### src/chm_pkg.sv
// Package: sizes, opcodes, status codes and the key hash for the chained hash table.
`default_nettype none
package chm_pkg;
    localparam int NUM_BUCKETS  = 256;
    localparam int POOL_ENTRIES = 1024;
    localparam int BKT_W   = $clog2(NUM_BUCKETS);
    localparam int IDX_W   = $clog2(POOL_ENTRIES);
    localparam int LINK_W  = IDX_W + 1;
    localparam int CNT_W   = 11;

    localparam logic [31:0] HASH_MUL = 32'h045d9f3b;

    localparam logic [1:0] OP_INSERT = 2'd0;
    localparam logic [1:0] OP_REMOVE = 2'd1;
    localparam logic [1:0] OP_LOOKUP = 2'd2;
    localparam logic [1:0] OP_UNUSED = 2'd3;

    localparam logic [2:0] ST_INSERTED  = 3'd0;
    localparam logic [2:0] ST_UPDATED   = 3'd1;
    localparam logic [2:0] ST_REMOVED   = 3'd2;
    localparam logic [2:0] ST_FOUND     = 3'd3;
    localparam logic [2:0] ST_NOT_FOUND = 3'd4;
    localparam logic [2:0] ST_FULL      = 3'd5;

    // controller -> datapath
    typedef struct packed {
        logic load;      // capture request word
        logic hash1;     // first xor-shift multiply
        logic hash2;     // second xor-shift multiply
        logic hash3;     // final xor-shift, bucket select
        logic head_rd;   // fetch bucket head
        logic ent_rd;    // read entry at cur
        logic step;      // advance cur / prev
        logic upd;       // write value at cur
        logic ins;       // allocate and push at head
        logic rem;       // unlink cur
        logic found;     // latch found value
        logic fin;       // load output register
        logic [2:0] status;
    } chm_cmd_t;

    // datapath -> controller
    typedef struct packed {
        logic [1:0] opcode;
        logic       cur_end;   // cur is the end code
        logic       key_hit;   // entry key matches
        logic       can_alloc; // free stack or fresh pool available
    } chm_sts_t;
endpackage
`default_nettype wire

### src/chm_ctrl.sv
// Controller: state machine sequencing hash, chain walk and update.
`default_nettype none
module chm_ctrl (
    input  wire logic              clk,
    input  wire logic              rst_n,
    input  wire logic              in_valid,
    output logic                   in_stall,
    output logic                   out_valid,
    input  wire logic              out_stall,
    input  wire chm_pkg::chm_sts_t sts,
    output chm_pkg::chm_cmd_t      cmd
);
    import chm_pkg::*;

    localparam logic [3:0] S_IDLE  = 4'd0;
    localparam logic [3:0] S_H1    = 4'd1;
    localparam logic [3:0] S_H2    = 4'd2;
    localparam logic [3:0] S_H3    = 4'd3;
    localparam logic [3:0] S_HEAD  = 4'd4;
    localparam logic [3:0] S_CHK   = 4'd5;
    localparam logic [3:0] S_RD    = 4'd6;
    localparam logic [3:0] S_CMP   = 4'd7;
    localparam logic [3:0] S_OUT   = 4'd8;

    logic [3:0] state_reg, state_next;
    logic       ovalid_reg, ovalid_next;
    logic       fin;

    assign out_valid = ovalid_reg;
    // output register may be reloaded once the old word is taken
    assign in_stall  = (state_reg != S_IDLE);

    // unused opcode skips the walk
    function automatic logic opcode_skip();
        return (state_reg == S_HEAD) && (sts.opcode == OP_UNUSED);
    endfunction

    always_comb
    begin
        state_next = state_reg;
        cmd        = '0;
        cmd.status = ST_NOT_FOUND;
        unique case (state_reg)
            S_IDLE:
            begin
                if (in_valid)
                begin
                    cmd.load   = 1'b1;
                    state_next = S_H1;
                end
            end
            S_H1: begin cmd.hash1 = 1'b1; state_next = S_H2; end
            S_H2: begin cmd.hash2 = 1'b1; state_next = S_H3; end
            S_H3: begin cmd.hash3 = 1'b1; state_next = S_HEAD; end
            S_HEAD: begin cmd.head_rd = 1'b1; state_next = S_CHK; end
            S_CHK:
            begin
                if (sts.cur_end)
                begin
                    if (sts.opcode == OP_INSERT)
                    begin
                        if (sts.can_alloc)
                        begin
                            cmd.ins = 1'b1;
                            cmd.status = ST_INSERTED;
                        end
                        else
                            cmd.status = ST_FULL;
                    end
                    state_next = S_OUT;
                end
                else
                begin
                    cmd.ent_rd = 1'b1;
                    state_next = S_RD;
                end
            end
            S_RD: state_next = S_CMP;
            S_CMP:
            begin
                if (sts.key_hit)
                begin
                    unique case (sts.opcode)
                        OP_INSERT: begin cmd.upd = 1'b1; cmd.status = ST_UPDATED; end
                        OP_REMOVE: begin cmd.rem = 1'b1; cmd.status = ST_REMOVED; end
                        OP_LOOKUP: begin cmd.found = 1'b1; cmd.status = ST_FOUND; end
                        default:   cmd.status = ST_NOT_FOUND;
                    endcase
                    state_next = S_OUT;
                end
                else
                begin
                    cmd.step   = 1'b1;
                    state_next = S_CHK;
                end
            end
            S_OUT:
            begin
                if (!(ovalid_reg && out_stall))
                begin
                    state_next = S_IDLE;
                end
            end
            default: state_next = S_IDLE;
        endcase
        // status is latched when decided; S_OUT moves it to the output
        fin = (state_reg == S_OUT) && !(ovalid_reg && out_stall);
        cmd.fin = fin;
        if (opcode_skip())
            state_next = S_OUT;
    end

    always_comb
    begin
        ovalid_next = ovalid_reg;
        if (ovalid_reg && !out_stall)
            ovalid_next = 1'b0;
        if (fin)
            ovalid_next = 1'b1;
    end

    always_ff @(posedge clk or negedge rst_n)
    begin
        if (!rst_n)
        begin
            state_reg  <= S_IDLE;
            ovalid_reg <= 1'b0;
        end
        else
        begin
            state_reg  <= state_next;
            ovalid_reg <= ovalid_next;
        end
    end

    a_one_inflight: assert property (@(posedge clk) disable iff (!rst_n)
        (state_reg != S_IDLE) |-> in_stall)
        else $error("input taken while busy");
    a_fin_valid: assert property (@(posedge clk) disable iff (!rst_n)
        fin |=> out_valid)
        else $error("result lost");
    a_no_double: assert property (@(posedge clk) disable iff (!rst_n)
        (cmd.ins || cmd.upd || cmd.rem) |-> !(cmd.step || cmd.ent_rd))
        else $error("write during walk step");
endmodule
`default_nettype wire

### config.mk
export PLATFORM = sky130hd
export DESIGN_NAME = chm_ctrl
export DESIGN_NICKNAME = d
export VERILOG_FILES = /design/src/chm_pkg.sv /design/src/chm_ctrl.sv
export SDC_FILE = /design/constraint.sdc
export NUM_CORES = 1
export LEC_CHECK = 0
export ABC_AREA = 1
export BUFFER_PORTS_ARGS = -buffer_cell sky130_fd_sc_hd__buf_4
export CORE_MARGIN = 2
export CORE_UTILIZATION = 30
export CTS_BUF_LIST = sky130_fd_sc_hd__clkbuf_8
export DETAILED_ROUTE_END_ITERATION = 6
export SYNTH_ARGS = -nofsm -noshare
export SYNTH_HDL_FRONTEND = slang
export SYNTH_SLANG_ARGS = --single-unit
export TNS_END_PERCENT = 50
### constraint.sdc
create_clock -name clk -period 0.95 [get_ports clk]
set_input_delay 0.1425 -clock clk [delete_from_list [all_inputs] [get_ports clk]]
set_output_delay 0.1425 -clock clk [all_outputs]
set_load 0.005 [all_outputs]
==> flow_summary.json, run 1 <==
{
  "synth-seq-area-share": 0.2222,
  "synth_compound_area_frac": 0.01778,
  "synthAdderAreaFrac": 0.1111,
  "rrSetupSlack_ps": -370,
  "worstHoldEndpoint": "out_valid$_DFFE_PN0P_",
  "area_delta_synth_final_pct": 85.11,
  "dp_cells": 153,
  "ir_drop_uv": 1782,
  "status": "complete, but fails checks",
  "hpwlAfterDp_mm": 1.166,
  "wl_per_cell_um": 9.138,
  "hold_path.class": "in2reg",
  "seq_area_sq_um": 128.9,
  "clockBufferDepth": 2,
  "synth_edf_count": 0,
  "globalplace.congestion": 0.8073,
  "multiInputGateArea_sq_um": 384.1,
  "synth.area.top_cells": "dfrtp_1 (22%), inv_1 (13%), nand2_1 (13%)",
  "dieWidth_um": 47.32,
  "rsz0062_at_grt": "true",
  "grt_pass1_wl_mm": 2.359,
  "synth_top_cells_by_count": "inv_1 (19), nand2_1 (19), nor2_1 (16)",
  "utilization": 0.5971,
  "pin_count": 26,
  "antenna_found_initial": 0,
  "post-route-period-util": 1.505,
  "synth_top_family_by_area": "simple AND/OR/NAND/NOR gates",
  "crit_type": "reg2out",
  "synth-xor-area-share": 0,
  "drive_gt1_frac": 0.5563,
  "rr_worst_depth": 7,
  "cts_buffers": 3,
  "io_buffers": 25,
  "yosys.area.top_type_share": 0.2222,
  "syn_nets": 105,
  "worst_pin_slew_ps": 305.9,
  "finalCriticalPeriod_ps": 1430,
  "core_area_sq_um": 1745,
  "max_freq_mhz": 699.3,
  "ant_nets": 0,
  "final_net_count": 157,
  "cp-end-kind": "output port",
  "largest_register_ffs": 4,
  "vias_per_cell": 4.204,
  "leakagePower_nw": 0.6181,
  "grt.total_usage": 0.1494,
  "synth-simple-area-share": 0.4822,
  "fin_hold_ws_ps": 144.9,
  "overflow": 0,
  "start_util": 0.3226,
  "crit_arrival_ps": 1290,
  "num_antenna_cells": 0,
  "synth_cells": 91,
  "drt-total-wl_mm": 1.526,
  "powerDensity_nw_per_um2": 2250,
  "hold_viol": 0,
  "firstDrtPassIters": 4,
  "cts_tree": "yes",
  "root_buffer": "clkbuf_8",
  "maxSlewViolCount": 0,
  "rr_startpoint": "state_reg[3]$_DFFE_PN0P_",
  "drv_cap": 0,
  "crit-reg2reg-capture": "state_reg[1]$_DFFE_PN0P_",
  "ys_warn_count": 0,
  "cp-start-kind": "flop",
  "cts.htree.levels": 1,
  "setup_viol": 21,
  "skew_ps": 3.614,
  "ys.flop_type": "dfrtp_1",
  "ys_seq_elements": 5,
  "drc": 0,
  "whs_path_depth": 3,
  "synthesis.area_sq_um": 563.0,
  "die_y_um": 47.32,
  "ys_types": 15,
  "synthMuxAreaShare": 0,
  "rows": 15,
  "clock-sinks": 5,
  "place_ws_ps": -316.3,
  "final_cells": 167,
  "hp-start": "out_stall",
  "violations": "negative setup slack",
  "crit_required_ps": 810,
  "fp.dieArea_sq_um": 2239,
  "vias": 702,
  "async_reset_ff_frac": 1.000,
  "grt_pass1_vias": 588,
  "maxSlewHeadroom": 0.7945,
  "drt-initial-drc-count": 14,
  "path_clk_slew_ps": 40,
  "insertion_delay_ps": 220,
  "fillCellCount": 171,
  "grt_max_degree": 7,
  "syn_avg_cell_area_sq_um": 6.187,
  "path_max_fanout": 4,
  "fin_ws_ps": -479.9,
  "yosys.area.top_type": "dfrtp_1"
}
==> metrics by stage <==
stage          power (mW)  instance area [sq um]  TNS (ps)
4_1_cts             2.250                  985.9     -7300
5_1_grt             2.542                   1042     -9269
2_1_floorplan       1.046                  563.0    -527.2
3_3_place_gp        1.632                  872.1     -3557
6_report            2.345                   1042     -7834
3_5_place_dp        1.641                  872.1     -3901
==> cell type report <==
cell class | instances | share of cell area
multi-input cells | 62 | 0.3685
clock buffers | 3 | 0.03962
repair buffers | 48 | 0.3517
clock inverters | 1 | 0.003601
well taps | 25 | 0.03001
flip-flops and latches | 5 | 0.1236
inverters | 23 | 0.08283
==> worst max-delay path, cell delays in order (launching register included) <==
cell     delay (ps)
dfrtp_1         410
inv_2           100
nand2_4          50
nor2_4          110
nand2_2          90
nor2_4          120
nor2_2           30
nand2_1          50
buf_4           100
==> worst max-delay path by stage <==
stage	from	to	slack [ps]	depth (start not counted)
after floorplan	state_reg[3]$_DFFE_PN0P_	cmd[0]	-130	7
after global placement	sts[3]	cmd[2]	-290	9
after detailed placement	sts[3]	cmd[2]	-320	9
after CTS	state_reg[3]$_DFFE_PN0P_	cmd[0]	-470	8
after global routing	state_reg[3]$_DFFE_PN0P_	cmd[0]	-550	8
final	state_reg[3]$_DFFE_PN0P_	cmd[0]	-480	8
==> logic make-up (layout without fill, tap and decap cells) <==
logic type / Yosys count / in the layout
buffers and inverters: 24 / 75
AND/OR/NAND/NOR: 55 / 55
adder cells (fa/ha/maj): 5 / 5
AO/OA/AOI/OAI: 2 / 2
flip-flops: 5 / 5
==> layout by cell type (no fill, tap or decap), drive strengths merged <==
cell | Yosys | layout
buf | 1 | 47
inv | 23 | 24
nand2 | 23 | 23
nor2 | 22 | 22
nand3 | 6 | 6
ha | 5 | 5
dfrtp | 5 | 5
clkbuf | 0 | 3
nor3 | 2 | 2
nand4 | 2 | 2
o21ai | 2 | 2
dlygate4sd3 | 0 | 1
==> report_power, final <==
part	switching [mW]	total (mW)	internal (mW)
combinational	0.722	1.50	0.781
clock	0.103	0.380	0.277
sequential	0.148	0.462	0.313
==> per-layer routing <==
metal,global-route usage,vias to the layer above,part of all wire
met5,0,-,0
met4,0.05000,0,0
met3,0.04615,0,0.045
met2,0.2243,14,0.49
met1,0.2023,319,0.46
li1,-,369,-
==> timing repair <==
item                                   CTS  global route
endpoints found under the hold margin    5             0
setup endpoints to repair               21            21
resized for setup                        8            10
pin swaps                                6             7
hold buffers                             1             0
buffers inserted                         5             4
(Power assumes the default switching activity.)
==> run 2: changes to the inputs <==
- CELL_PAD_IN_SITES_DETAIL_PLACEMENT: unset -> 1
- CELL_PAD_IN_SITES_GLOBAL_PLACEMENT: unset -> 1
- CORE_UTILIZATION: 30 -> 28
- PLACE_DENSITY_LB_ADDON: unset -> 0.1
==> run 2 against run 1 <==
The run still ends with negative setup slack left. Utilization fell by 6.7 points. Setup slack gained 24 ps. Total power decreased by 1.9%. Wire length up 18%. Worst hold slack improved by 12 ps. Count of clock-buffer cells in the layout is the same. Global-route usage is 0.52 points higher. Die area is 6.5% higher. Clock skew shrank 2.9 ps. Non-clock buffer count fell by 3. Sequential power decreased by 1%.
==> flow_summary.json, run 2 (synthesis gave the netlist of run 1 again) <==
{
  "status": "complete, but fails checks",
  "violations": "negative setup slack",
  "cts_tree": "yes",
  "worst_pin_slew_ps": 236.1,
  "drt-initial-drc-count": 12,
  "finalCriticalPeriod_ps": 1406,
  "cp-start-kind": "flop",
  "firstDrtPassIters": 4,
  "crit_required_ps": 810,
  "layout_common_cells": "buf_4 (44), inv_1 (19), nand2_1 (18)",
  "drt-total-wl_mm": 1.801,
  "rsz0062_at_grt": "true",
  "grt.total_usage": 0.1546,
  "hpwlAfterDp_mm": 1.389,
  "vias": 701,
  "largest_register_ffs": 4,
  "cpPeakStageDelay_ps": 410,
  "ant_nets": 0,
  "cp-end-kind": "output port",
  "num_antenna_cells": 0,
  "fin_hold_ws_ps": 156.6,
  "clockBufferDepth": 2,
  "path_clk_slew_ps": 30,
  "grt_pass1_vias": 752,
  "cts.htree.levels": 1,
  "cpLargestDelayFamily": "simple AND/OR/NAND/NOR gates",
  "root_buffer": "clkbuf_8",
  "overflow": 0,
  "setup_viol": 20,
  "drive_gt1_frac": 0.5252,
  "fillCellCount": 268,
  "rrSetupSlack_ps": -380,
  "rr_worst_depth": 8,
  "start_util": 0.2930,
  "cpMaxStageDelayCell": "dfrtp_1",
  "post_dp_cell_area_sq_um": 889.6,
  "globalplace.congestion": 0.7865,
  "io_buffers": 25,
  "crit_arrival_ps": 1260,
  "wl_per_cell_um": 10.85,
  "finalPower_mw": 2.302,
  "path_buf_inv": 2,
  "final_net_count": 154,
  "die_y_um": 48.84,
  "utilization": 0.5299,
  "rows": 16,
  "drc": 0,
  "grt_max_degree": 7,
  "drv_cap": 0,
  "insertion_delay_ps": 220,
  "skew_ps": 0.7118,
  "antenna_found_initial": 0,
  "path_max_fanout": 4,
  "max_freq_mhz": 711.5,
  "powerDensity_nw_per_um2": 2260,
  "crit-reg2reg-capture": "state_reg[0]$_DFFE_PN0P_",
  "clock-sinks": 5,
  "ir_drop_uv": 1367,
  "endpoint": "cmd[0]",
  "cp.depth": 8,
  "final_cell_area_sq_um": 1018,
  "grt_pass1_wl_mm": 2.911,
  "cts_buffers": 3,
  "crit_type": "reg2out",
  "dieWidth_um": 48.84,
  "leakagePower_nw": 0.5987,
  "cp-startpoint": "state_reg[3]$_DFFE_PN0P_",
  "cpMostUsedCell": "nor2_4",
  "post-route-period-util": 1.480,
  "maxSlewHeadroom": 0.8414,
  "crit_chain": "inv_2 > nand2_4 > nor2_4 > nand2_2 > nor2_4 > nor2_1 > nand2_1 > buf_4",
  "hold_path.class": "in2reg",
  "layout_commonest_cell": "buf_4",
  "fp.dieArea_sq_um": 2385,
  "hold_viol": 0,
  "core_area_sq_um": 1922,
  "area_delta_synth_final_pct": 80.89,
  "maxSlewViolCount": 0,
  "vias_per_cell": 4.223,
  "rr_startpoint": "state_reg[3]$_DFFE_PN0P_",
  "fin_ws_ps": -455.6,
  "setup-tns-final_ps": -7268,
  "pin_count": 26
}
-- run 2: changes by cell type in the layout (fill, tap and decap cells not counted), sizes merged --
cell	change
buf	-3
-- run 2: layout make-up --
type	instances	area, sq um	area share
Multi-Input combinational cell	62	384.1	0.3771
Timing Repair Buffer	45	340.3	0.3342
Sequential cell	5	128.9	0.1265
Inverter	23	86.33	0.08477
Clock buffer	3	41.29	0.04054
Tap cell	27	33.78	0.03317
Clock inverter	1	3.754	0.003685
-- run 2: routing by layer --
| layer | wire [um] | share of wire | GRT usage |
|---|---|---|---|
| met5 | 0 | 0 | 0 |
| met4 | 0 | 0 | 0.05714 |
| met3 | 45 | 0.025 | 0.02147 |
| met2 | 945 | 0.52 | 0.2785 |
| met1 | 810 | 0.45 | 0.1855 |
-- run 2: what timing repair did --
action / CTS / global route
hold endpoints to repair: 5 / 0
gates resized for setup: 6 / 9
pin swaps: 5 / 2
endpoints found under the setup margin: 21 / 21
setup buffers: 3 / 1
hold buffers: 1 / 0
-- run 2: worst reg2reg max path, stage by stage, from the launching register on --
cell and delay (ps):
dfrtp_1 410, buf_4 160, nor2_4 160, nand2_2 80
buf_4 150, nor2_4 90, nor2_1 60, nand2_1 70
nor2_1 40
-- run 2: worst min-delay path by stage --
stage / from / end / slack, ps / cells past startpoint
after CTS: out_stall / out_valid$_DFFE_PN0P_ / 160 / 3
after global routing: out_stall / out_valid$_DFFE_PN0P_ / 190 / 3
final: out_stall / out_valid$_DFFE_PN0P_ / 160 / 3
after global placement: rst_n / out_valid$_DFFE_PN0P_ / -60 / 1
after floorplan: rst_n / out_valid$_DFFE_PN0P_ / -150 / 0
after detailed placement: rst_n / out_valid$_DFFE_PN0P_ / -60 / 1
-- run 2: stage by stage --
stage | instances | worst slack (ps)
2_1_floorplan | 91 | -127.5
6_report | 166 | -455.6
5_1_grt | 166 | -532.7
3_5_place_dp | 157 | -385.5
4_1_cts | 165 | -468.5
3_3_place_gp | 157 | -315.4
-- run 2: power by group --
part           internal, mW  switching [mW]  total, mW  leakage (nW)
Sequential            0.313           0.142      0.456        0.0610
Combinational         0.735           0.737       1.47         0.511
Clock                 0.276          0.0974      0.374        0.0269
Total                  1.32           0.977       2.30         0.599
